`src/hw/rtl/twbsm_pkg.sv`:
```
// Shared constants and types for the two-wire bit-serial master.
package twbsm_pkg;

    localparam int PERIOD        = 42;
    localparam int BITS_PER_BYTE = 8;
    localparam int PERIOD_W      = $clog2(PERIOD);
    localparam int BIT_CNT_W     = $clog2(BITS_PER_BYTE);
    localparam int PRESCALE_W    = 16;
    localparam int KIND_W        = 4;
    localparam int CFG_DATA_W    = 16;

    // Command codes
    localparam logic [KIND_W-1:0] KIND_WRITE_BYTE = 4'd0;
    localparam logic [KIND_W-1:0] KIND_READ_BYTE  = 4'd1;
    localparam logic [KIND_W-1:0] KIND_CLK_HIGH   = 4'd2;
    localparam logic [KIND_W-1:0] KIND_CLK_LOW    = 4'd3;
    localparam logic [KIND_W-1:0] KIND_CLK_PULSE  = 4'd4;
    localparam logic [KIND_W-1:0] KIND_SDA_HIGH   = 4'd5;
    localparam logic [KIND_W-1:0] KIND_SDA_LOW    = 4'd6;
    localparam logic [KIND_W-1:0] KIND_READ_CLKD  = 4'd7;
    localparam logic [KIND_W-1:0] KIND_READ_BIT   = 4'd8;

    // Configuration register indexes
    localparam logic REG_LSB_FIRST     = 1'b0;
    localparam logic REG_TICK_PRESCALE = 1'b1;

    // Sequencer states
    typedef enum logic [1:0] {
        ST_IDLE = 2'b01,
        ST_BUSY = 2'b10
    } state_t;

    // One pin event as decoded from the current step
    typedef struct packed {
        logic       is_edge;
        logic       clk_pin;
        logic       sda_latch;
        logic       sda_drive;
        logic [7:0] rx;
        logic       last;
    } event_t;

endpackage

```
`src/hw/rtl/two_wire_bit_serial_master.sv`:
```
// Two-wire bit-serial master: command sequencer, tick timer and result register.
//
//   channel  direction  handshake            payload
//   cfg      in         cfg_we               cfg_index, cfg_data
//   in       in         in_valid / in_ready  kind, tx_byte, line_bits
//   out      out        out_valid / out_ready clk_level, sda_level, sda_drive, rx_value, last
//
// Every clock edge waits for the tick, which the timer raises anew after the previous edge or
// prescale write, so a byte waits for the tick at each clock edge. The data-set beats of a write
// byte overlap the waits, all but the first. The first edge after a long idle goes at once.
// One command is in work at a time; in_ready is high only when the sequencer is idle.
// A stalled out channel holds the sequencer.
// Reset: clock pin low, data latch low, data driver on, tick timer cleared.
module two_wire_bit_serial_master
    import twbsm_pkg::*;
(
    input  logic                  clk,
    input  logic                  rst_n,
    input  logic                  cfg_we,
    input  logic                  cfg_index,
    input  logic [CFG_DATA_W-1:0] cfg_data,
    input  logic                  in_valid,
    output logic                  in_ready,
    input  logic [KIND_W-1:0]     kind,
    input  logic [7:0]            tx_byte,
    input  logic [7:0]            line_bits,
    output logic                  out_valid,
    input  logic                  out_ready,
    output logic                  clk_level,
    output logic                  sda_level,
    output logic                  sda_drive,
    output logic [7:0]            rx_value,
    output logic                  last
);

    state_t                 state_reg, state_next;
    logic                   lsb_first_reg;
    logic [PRESCALE_W-1:0]  tick_prescale_reg;
    logic [PRESCALE_W-1:0]  prescale_cnt_reg;
    logic [PERIOD_W-1:0]    period_cnt_reg;
    logic                   tick_pending_reg;

    logic                   clk_pin_reg;
    logic                   sda_latch_reg;
    logic                   sda_drive_reg;

    logic [KIND_W-1:0]      kind_reg;
    logic [7:0]             tx_sr_reg;
    logic [7:0]             line_sr_reg;
    logic [7:0]             rx_sr_reg;
    logic [BIT_CNT_W-1:0]   bit_cnt_reg;
    logic [1:0]             phase_reg;

    logic                   out_valid_reg;
    event_t                 out_evt_reg;

    event_t                 evt;
    logic                   in_fire;
    logic                   can_emit;
    logic                   fire;
    logic                   tx_bit;
    logic                   bit_done;
    logic [7:0]             rx_shifted;

    assign in_ready  = (state_reg == ST_IDLE);
    assign in_fire   = in_valid && in_ready;
    assign can_emit  = !out_valid_reg || out_ready;
    assign fire      = (state_reg == ST_BUSY) && can_emit && (!evt.is_edge || tick_pending_reg);
    assign tx_bit    = lsb_first_reg ? tx_sr_reg[0] : tx_sr_reg[7];
    assign bit_done  = (bit_cnt_reg == BIT_CNT_W'(BITS_PER_BYTE - 1));
    assign rx_shifted = lsb_first_reg ? {line_sr_reg[0], rx_sr_reg[7:1]}
                                      : {rx_sr_reg[6:0], line_sr_reg[0]};

    // Decode the pin event of the current step
    always_comb
    begin
        evt           = '0;
        evt.clk_pin   = clk_pin_reg;
        evt.sda_latch = sda_latch_reg;
        evt.sda_drive = sda_drive_reg;
        unique case (kind_reg)
            KIND_WRITE_BYTE:
            begin
                evt.sda_drive = 1'b1;
                if (phase_reg == 2'd0)
                begin
                    evt.sda_latch = tx_bit;
                end
                else
                begin
                    evt.is_edge = 1'b1;
                    evt.clk_pin = (phase_reg == 2'd1);
                    evt.last    = (phase_reg == 2'd2) && bit_done;
                end
            end
            KIND_READ_BYTE:
            begin
                evt.sda_drive = 1'b0;
                evt.is_edge   = 1'b1;
                evt.clk_pin   = (phase_reg == 2'd0);
                evt.last      = (phase_reg != 2'd0) && bit_done;
                evt.rx        = evt.last ? rx_shifted : 8'd0;
            end
            KIND_CLK_HIGH:
            begin
                evt.is_edge = 1'b1;
                evt.clk_pin = 1'b1;
                evt.last    = 1'b1;
            end
            KIND_CLK_LOW:
            begin
                evt.is_edge = 1'b1;
                evt.clk_pin = 1'b0;
                evt.last    = 1'b1;
            end
            KIND_CLK_PULSE:
            begin
                evt.is_edge = 1'b1;
                evt.clk_pin = (phase_reg == 2'd0);
                evt.last    = (phase_reg != 2'd0);
            end
            KIND_SDA_HIGH:
            begin
                evt.sda_latch = 1'b1;
                evt.last      = 1'b1;
            end
            KIND_SDA_LOW:
            begin
                evt.sda_latch = 1'b0;
                evt.last      = 1'b1;
            end
            KIND_READ_CLKD:
            begin
                evt.is_edge = 1'b1;
                evt.clk_pin = (phase_reg == 2'd0);
                evt.last    = (phase_reg != 2'd0);
                evt.rx      = evt.last ? {7'd0, line_sr_reg[0]} : 8'd0;
            end
            KIND_READ_BIT:
            begin
                evt.last = 1'b1;
                evt.rx   = {7'd0, line_sr_reg[0]};
            end
            default:
            begin
                evt.last = 1'b1;
            end
        endcase
    end

    always_comb
    begin
        state_next = state_reg;
        unique case (state_reg)
            ST_IDLE:
            begin
                if (in_fire && (kind <= KIND_READ_BIT))
                begin
                    state_next = ST_BUSY;
                end
            end
            ST_BUSY:
            begin
                if (fire && evt.last)
                begin
                    state_next = ST_IDLE;
                end
            end
            default:
            begin
                state_next = ST_IDLE;
            end
        endcase
    end

    // Control state
    always_ff @(posedge clk or negedge rst_n)
    begin
        if (!rst_n)
        begin
            state_reg         <= ST_IDLE;
            lsb_first_reg     <= 1'b0;
            tick_prescale_reg <= '0;
            prescale_cnt_reg  <= '0;
            period_cnt_reg    <= '0;
            tick_pending_reg  <= 1'b0;
            clk_pin_reg       <= 1'b0;
            sda_latch_reg     <= 1'b0;
            sda_drive_reg     <= 1'b1;
            out_valid_reg     <= 1'b0;
            phase_reg         <= '0;
            bit_cnt_reg       <= '0;
        end
        else
        begin
            state_reg <= state_next;

            // Free-running tick timer; an edge or a prescale write restarts it
            if ((cfg_we && (cfg_index == REG_TICK_PRESCALE)) || (fire && evt.is_edge))
            begin
                prescale_cnt_reg <= '0;
                period_cnt_reg   <= '0;
                tick_pending_reg <= 1'b0;
            end
            else if (period_cnt_reg == PERIOD_W'(PERIOD - 1))
            begin
                period_cnt_reg <= '0;
                if (prescale_cnt_reg == tick_prescale_reg)
                begin
                    prescale_cnt_reg <= '0;
                    tick_pending_reg <= 1'b1;
                end
                else
                begin
                    prescale_cnt_reg <= prescale_cnt_reg + 1'b1;
                end
            end
            else
            begin
                period_cnt_reg <= period_cnt_reg + 1'b1;
            end

            if (cfg_we)
            begin
                unique case (cfg_index)
                    REG_LSB_FIRST:     lsb_first_reg     <= cfg_data[0];
                    REG_TICK_PRESCALE: tick_prescale_reg <= cfg_data[PRESCALE_W-1:0];
                endcase
            end

            if (in_fire)
            begin
                phase_reg   <= '0;
                bit_cnt_reg <= '0;
            end
            else if (fire)
            begin
                clk_pin_reg   <= evt.clk_pin;
                sda_latch_reg <= evt.sda_latch;
                sda_drive_reg <= evt.sda_drive;
                if ((kind_reg == KIND_WRITE_BYTE) && (phase_reg == 2'd2))
                begin
                    phase_reg   <= '0;
                    bit_cnt_reg <= bit_cnt_reg + 1'b1;
                end
                else if ((kind_reg == KIND_READ_BYTE) && (phase_reg == 2'd1))
                begin
                    phase_reg   <= '0;
                    bit_cnt_reg <= bit_cnt_reg + 1'b1;
                end
                else
                begin
                    phase_reg <= phase_reg + 1'b1;
                end
            end

            if (fire)
            begin
                out_valid_reg <= 1'b1;
            end
            else if (out_ready)
            begin
                out_valid_reg <= 1'b0;
            end
        end
    end

    // Payload: command shift registers and result beat
    always_ff @(posedge clk)
    begin
        if (in_fire)
        begin
            kind_reg    <= kind;
            tx_sr_reg   <= tx_byte;
            line_sr_reg <= line_bits;
            rx_sr_reg   <= '0;
        end
        else if (fire)
        begin
            if ((kind_reg == KIND_WRITE_BYTE) && (phase_reg == 2'd0))
            begin
                tx_sr_reg <= lsb_first_reg ? {1'b0, tx_sr_reg[7:1]} : {tx_sr_reg[6:0], 1'b0};
            end
            // Sample after the falling edge
            if ((kind_reg == KIND_READ_BYTE) && (phase_reg == 2'd1))
            begin
                rx_sr_reg   <= rx_shifted;
                line_sr_reg <= {1'b0, line_sr_reg[7:1]};
            end
        end
        if (fire)
        begin
            out_evt_reg <= evt;
        end
    end

    assign out_valid = out_valid_reg;
    assign clk_level = out_evt_reg.clk_pin;
    assign sda_level = out_evt_reg.sda_latch;
    assign sda_drive = out_evt_reg.sda_drive;
    assign rx_value  = out_evt_reg.rx;
    assign last      = out_evt_reg.last;

endmodule

```
`config.mk`:
```
export PLATFORM = sky130hd
export DESIGN_NAME = two_wire_bit_serial_master
export DESIGN_NICKNAME = d
export VERILOG_FILES = /design/src/hw/rtl/twbsm_pkg.sv /design/src/hw/rtl/two_wire_bit_serial_master.sv
export SDC_FILE = /design/constraint.sdc
export NUM_CORES = 1
export LEC_CHECK = 0
export ABC_AREA = 1
export CAP_MARGIN = 20
export CORE_ASPECT_RATIO = 1.4
export CORE_MARGIN = 2
export CORE_UTILIZATION = 55
export DETAILED_ROUTE_END_ITERATION = 8
export DONT_BUFFER_PORTS = 1
export GPL_TIMING_DRIVEN = 0
export PLACE_DENSITY = 0.7
export SKIP_LAST_GASP = 1
export SLEW_MARGIN = 20
export SYNTH_ARGS = -nofsm -noshare
export SYNTH_HDL_FRONTEND = slang
export SYNTH_SLANG_ARGS = --single-unit
```
`constraint.sdc`:
```
create_clock -name clk -period 4.24 [get_ports clk]
set_input_delay 0.212 -clock clk [delete_from_list [all_inputs] [get_ports clk]]
set_output_delay 0.212 -clock clk [all_outputs]
set_load 0.05 [all_outputs]
```
== After elaboration in Yosys (flattened, before gate mapping) ==
Index checks and enable logic that the tools add are counted.

* Add/subtract/negate cells: 4
* $lt $le $gt $ge: 1
* Eq/ne operators: 17
* Multiplexer cells: 40
* Bitwise logic cells: 2
* Reduce and logical (&&, ||, !) cells: 38

{| class="wikitable"
|+ Operator list
! operator !! count
|-
| $mux 8 || 9
|-
| $mux 16 || 3
|-
| $pmux 8 s3 || 1
|-
| $reduce_and 2->1 || 9
|-
| $add 16x1->16 const B || 1
|-
| $eq 16x16->1 || 1
|-
| $eq 4x3->1 const B || 4
|-
| $mux 2 || 7
|-
| $reduce_bool 2->1 || 7
|-
| $logic_and 1x1->1 || 12
|-
| $mux 3 || 4
|-
| $mux 6 || 2
|-
| $mux 1 || 9
|-
| $eq 4x2->1 const B || 2
|-
| $pmux 2 s4 || 1
|-
| $add 6x1->6 const B || 1
|-
| $eq 6x6->1 const B || 1
|-
| $pmux 1 s3 || 2
|-
| $eq 2x1->1 const B || 2
|-
| $eq 2x2->1 const B || 2
|-
| $eq 4x1->1 const B || 1
|-
| $eq 4x4->1 const B || 1
|-
| $le 4x4->1 const B || 1
|-
| $logic_not 4->1 || 1
|-
| 13 further kinds || 18
|}

* Bits in registers: 91
* Input bits: 42

== Logic depth before layout (Yosys ltp) ==
* Word-level depth: 10
* Depth in mapped cells: 12
* Mapped depth without buffers: 11

== Least setup slack after synthesis ==
Ideal clock, no wire load.

* Path type: reg2reg
* From: register state_reg[0]
* To: register line_sr_reg[0], enable pin
* Setup time: 329 ps
* Arrival: 1,994 ps
* Path slack: 1,917 ps
* Cell stages (with the launch flop): 7
* Cell sequence: dfstp_2 > inv_1 > nor2_1 > nand2_1 > buf_2 > buf_1 > nand2_1

* Elaborated cells on any way between the ends: 8

{| class="wikitable"
|+ RTL lines
! what !! RTL line !! RTL
|-
| from (decl) || two_wire_bit_serial_master.sv:36 || <nowiki>state_t state_reg, state_next;</nowiki>
|-
| from (signal assigned) || two_wire_bit_serial_master.sv:196 || <nowiki>state_reg <= state_next;</nowiki>
|-
| $eq 2x1->1 * || two_wire_bit_serial_master.sv:65 || <nowiki>assign in_ready = (state_reg == ST_IDLE);</nowiki>
|-
| net in_ready || two_wire_bit_serial_master.sv:23 || <nowiki>output logic in_ready,</nowiki>
|-
| $logic_and 1x1->1 * || two_wire_bit_serial_master.sv:66 || <nowiki>assign in_fire = in_valid && in_ready;</nowiki>
|-
| $reduce_bool 2->1 (no source line) || - ||
|-
| $reduce_and 2->1 (no source line) * || - ||
|-
| to (signal assigned) || two_wire_bit_serial_master.sv:275 || <nowiki>line_sr_reg <= line_bits;</nowiki>
|-
| to (signal assigned) || two_wire_bit_serial_master.sv:288 || <nowiki>line_sr_reg <= {1'b0, line_sr_reg[7:1]};</nowiki>
|-
| to (decl) || two_wire_bit_serial_master.sv:49 || <nowiki>logic [7:0] line_sr_reg;</nowiki>
|}

Mark *: on every way through the listed nets, which the timed path passes. The rest lies on a longest branch.
A chain may end at the register's enable or synchronous reset.

== Worst setup path in the final report ==
* From: register state_reg[0]
* To: register tx_sr_reg[2], enable pin

* Elaborated cells on any way between the ends: 8

{| class="wikitable"
|+ RTL lines
! what !! RTL line !! RTL
|-
| $eq 2x1->1 * || two_wire_bit_serial_master.sv:65 ||
|-
| net in_ready || two_wire_bit_serial_master.sv:23 ||
|-
| $logic_and 1x1->1 * || two_wire_bit_serial_master.sv:66 ||
|-
| $reduce_bool 2->1 (no source line) || - ||
|-
| $reduce_and 2->1 (no source line) * || - ||
|-
| to (signal assigned) || two_wire_bit_serial_master.sv:274 || <nowiki>tx_sr_reg <= tx_byte;</nowiki>
|-
| to (signal assigned) || two_wire_bit_serial_master.sv:282 || <nowiki>tx_sr_reg <= lsb_first_reg ? {1'b0, tx_sr_reg[7:1]} : {tx_sr_reg[6:0], 1'b0};</nowiki>
|-
| to (decl) || two_wire_bit_serial_master.sv:48 || <nowiki>logic [7:0] tx_sr_reg;</nowiki>
|}

Marked as above.

==> results.ini <==
[run_status]
status = finished, final reports clean

[job]
timing.max_cap.violations = 0

[finish]
fillerInstances = 792
ratio_of_cells_with_drive_above_1_in_the_final_layout_pct = 7.50
most_common_library_cell_in_the_layout_ignoring_fill_and_taps = sky130_fd_sc_hd__nand2_1
layout_overhead_on_the_synthesized_area_pct = 10.9
final_nets = 682
insertedDiodeCount = 0
finish.utilization_pct = 62.1
most-common-layout-cells = 210 x sky130_fd_sc_hd__nand2_1, 77 x sky130_fd_sc_hd__inv_1, 76 x sky130_fd_sc_hd__nor2_1

[timing]
final_hold_viol_count = 0
fmax_mhz = 383
final.period_utilization_pct = 61.5
totalNegativeSetupSlack_ps = 0
setup-violations-final = 0
measured_slew_at_the_worst_slew_check_pin_ps = 947
finClkSkew_ps = 8.64
slew_violations = 0
grt_setup_unrepaired = no
post-route-min-period_ps = 2610
timing.max_slew.rel_slack_pct = 36.7

[critical_path]
crit_buf_inv = 3
slowest_stage = sky130_fd_sc_hd__nor2_1
critPathTopFamily = simple AND/OR/NAND/NOR gates
data_arrival_at_the_endpoint_of_the_critical_path_ps = 2620
worst-endpoint-required_ps = 4250
crit_path_cell_trace = inv_1 > nor2_1 > nand2_1 > buf_2 > buf_1 > nand2_1
setup.worst_path.end_class = flop
crit_path_frequent_cell = sky130_fd_sc_hd__nand2_1
setup.worst_path.start_class = flop
critPathMaxFanout = 10
critical_path.max_stage_delay_ps = 710
timing.setup.critical_path_class = reg -> reg

[synthesis]
synth_xor_xnor_area_share_pct = 1.10
number_of_distinct_library_cells_after_synthesis = 36
post_synth_fa_ha_maj_area_fraction_pct = 1.31
synth_sequential_area_ratio_pct = 50.3
synth.area.mux_share_pct = 0.236
synth_compound_gate_area_share_pct = 6.64
post_synth_instance_area_um2 = 4770
mappedNetlistNets = 663
avgSynthCellArea_um2 = 7.74
ys.warnings.count = 0
synth_simple_gate_area_share_pct = 31.9
synth_top_family_by_area = simple AND/OR/NAND/NOR gates
ys_ff_latch = 91
synthesis.instances = 616

[pwr]
switching_share_pct = 28.8
sequential_share_of_power_pct = 48.9
p_int_mw = 1.63
clockPowerShare_pct = 34.8
powerDensity_nw_per_um2 = 434
total_power_mw = 2.29
power.switching_uw = 660
peakVddDrop_uv = 288
p_comb_share_pct = 16.4
cellLeakagePower_nw = 2.53

[clock_tree]
clk_pin_slew_ps = 60
cts_max_level = 3
numClockSinks = 91
post_cts_resize_count = 0
worstSkewPairLatency_ps = 340
cts_buffers = 9
clk_root_buffer_cell = sky130_fd_sc_hd__clkbuf_16
tritoncts = yes
cts_buffer_depth = 2

[floorplan]
design.core.area_um2 = 8510
die_area_um2 = 9440
vertical_die_dimension_um = 114
floorplan.io_pins = 56
die_width_um = 82.7
placementRows = 40
start_util_pct = 56.0

[detailed_routing]
drt-pass1-iter-count = 6
drt-vias-per-instance = 5.26
routedWlPerCell_um = 13.9
detailroute.via_count = 3915
initial_drc_count = 191
totalWireLength_um = 10400
drc = 0
antenna_violating_nets_post_route = 0

[hold_path]
hold_path_class = in -> reg

[global_route]
grt_antenna_before_repair = 0
grt-ovfl-total = 0
grt_max_degree = 52
grt_usage_pct = 24.5
grt_pass1_vias = 3936
grt_pass1_wl_um = 17600

[placement]
hpwlAfterDp_um = 7570
finalWeightedCongestion = 0.891
portBuffers = 0

[cells by family (layout without fill, tap and decap cells)]
group / after synthesis / after routing
buffers and inverters: 99 / 123
flip-flops: 91 / 91
AND/OR/NAND/NOR: 355 / 355
AO/OA/AOI/OAI: 59 / 59
XOR/XNOR: 6 / 6
adder cells (fa/ha/maj): 5 / 5
multiplexers: 1 / 1
[through the flow]
| step | setup WS (ps) | cell area, µm² | hold WS, ps | cells |
|---|---|---|---|---|
| after floorplan | 1920 | 4770 | -83.6 | 616 |
| after global placement | 1620 | 4900 | -81.8 | 721 |
| after detailed placement | 1610 | 4900 | -79.4 | 721 |
| after CTS | 1610 | 5290 | 13.3 | 745 |
| after global routing | 1480 | 5290 | 14.9 | 745 |
| final | 1630 | 5290 | 20.8 | 745 |
[power groups by stage]
| stage | registers (mW) | logic [mW] | clock network, mW |
|---|---|---|---|
| 2_1_floorplan | 1.12 | 0.287 | 0 |
| 6_report | 1.12 | 0.375 | 0.797 |
| 3_5_place_dp | 1.14 | 0.356 | 0 |
| 3_3_place_gp | 1.13 | 0.342 | 0 |
| 4_1_cts | 1.12 | 0.379 | 0.807 |
| 5_1_grt | 1.13 | 0.437 | 0.839 |
[worst register-to-register path: stages (launching register included)]
cell and delay (ps):
sky130_fd_sc_hd__dfstp_2 510, sky130_fd_sc_hd__inv_1 40, sky130_fd_sc_hd__nor2_1 710, sky130_fd_sc_hd__nand2_1 160, sky130_fd_sc_hd__buf_2 260, sky130_fd_sc_hd__buf_1 250
sky130_fd_sc_hd__nand2_1 340
[final timing paths]
check                           slack (ps)    startpoint                    to  depth (start not counted)
worst max register to register        1630  state_reg[0]          tx_sr_reg[2]                          6
max in group asynchronous             3540         rst_n          state_reg[0]                          2
worst max-delay path                  1630  state_reg[0]          tx_sr_reg[2]                          6
worst min-delay path                    20   cfg_data[5]  tick_prescale_reg[5]                          1
worst min register to register         470  rx_sr_reg[6]          rx_sr_reg[6]                          2
min in group asynchronous              410         rst_n  tick_prescale_reg[1]                          2
[cells in the mapped netlist, drive strengths merged]
cell / instances / area (µm²)
inv: 82 / 310
dfrtp: 49 / 1230
dfxtp: 8 / 160
dfstp: 2 / 52.6
clkbuf: 7 / 26.3
edfxtp: 32 / 961
a31oi: 7 / 43.8
ha: 5 / 62.6
clkinv: 1 / 3.75
nand3: 24 / 153
nand4: 26 / 163
buf: 9 / 61.3
o21ai: 24 / 124
o211ai: 1 / 7.51
o31ai: 1 / 7.51
nor3: 2 / 10.0
o311ai: 1 / 8.76
nor3b: 2 / 15.0
mux2: 1 / 11.3
xor2: 6 / 52.6
nor2: 81 / 332
a21oi: 25 / 125
or2: 4 / 25.0
nand2: 216 / 826
[area by class of cell]
class	count	area, µm²	area share (%)
Sequential cell	91	2400	45.4
Clock buffer	14	254	4.81
Buffer	16	87.6	1.66
Multi-Input combinational cell	426	1970	37.2
Tap cell	105	131	2.49
Inverter	83	314	5.94
Clock inverter	2	35.0	0.663
Timing Repair Buffer	8	97.6	1.85
[repair_timing]
action / 4_1_cts / 5_1_grt
setup endpoints to repair: 0 / 0
endpoints found under the hold margin: 57 / 0
hold buffers: 8 / 0
setup buffers: 0 / 0
[metal layers]
layer  up-vias  track usage [%]  routed length (µm)
met2        71             45.1                5750
met1      1828             26.2                3960
met3        22             2.52                 257
li1       1994                -                   -
met4         0             14.0                 393
met5         -                0                   0
(Power assumes the default switching activity.)
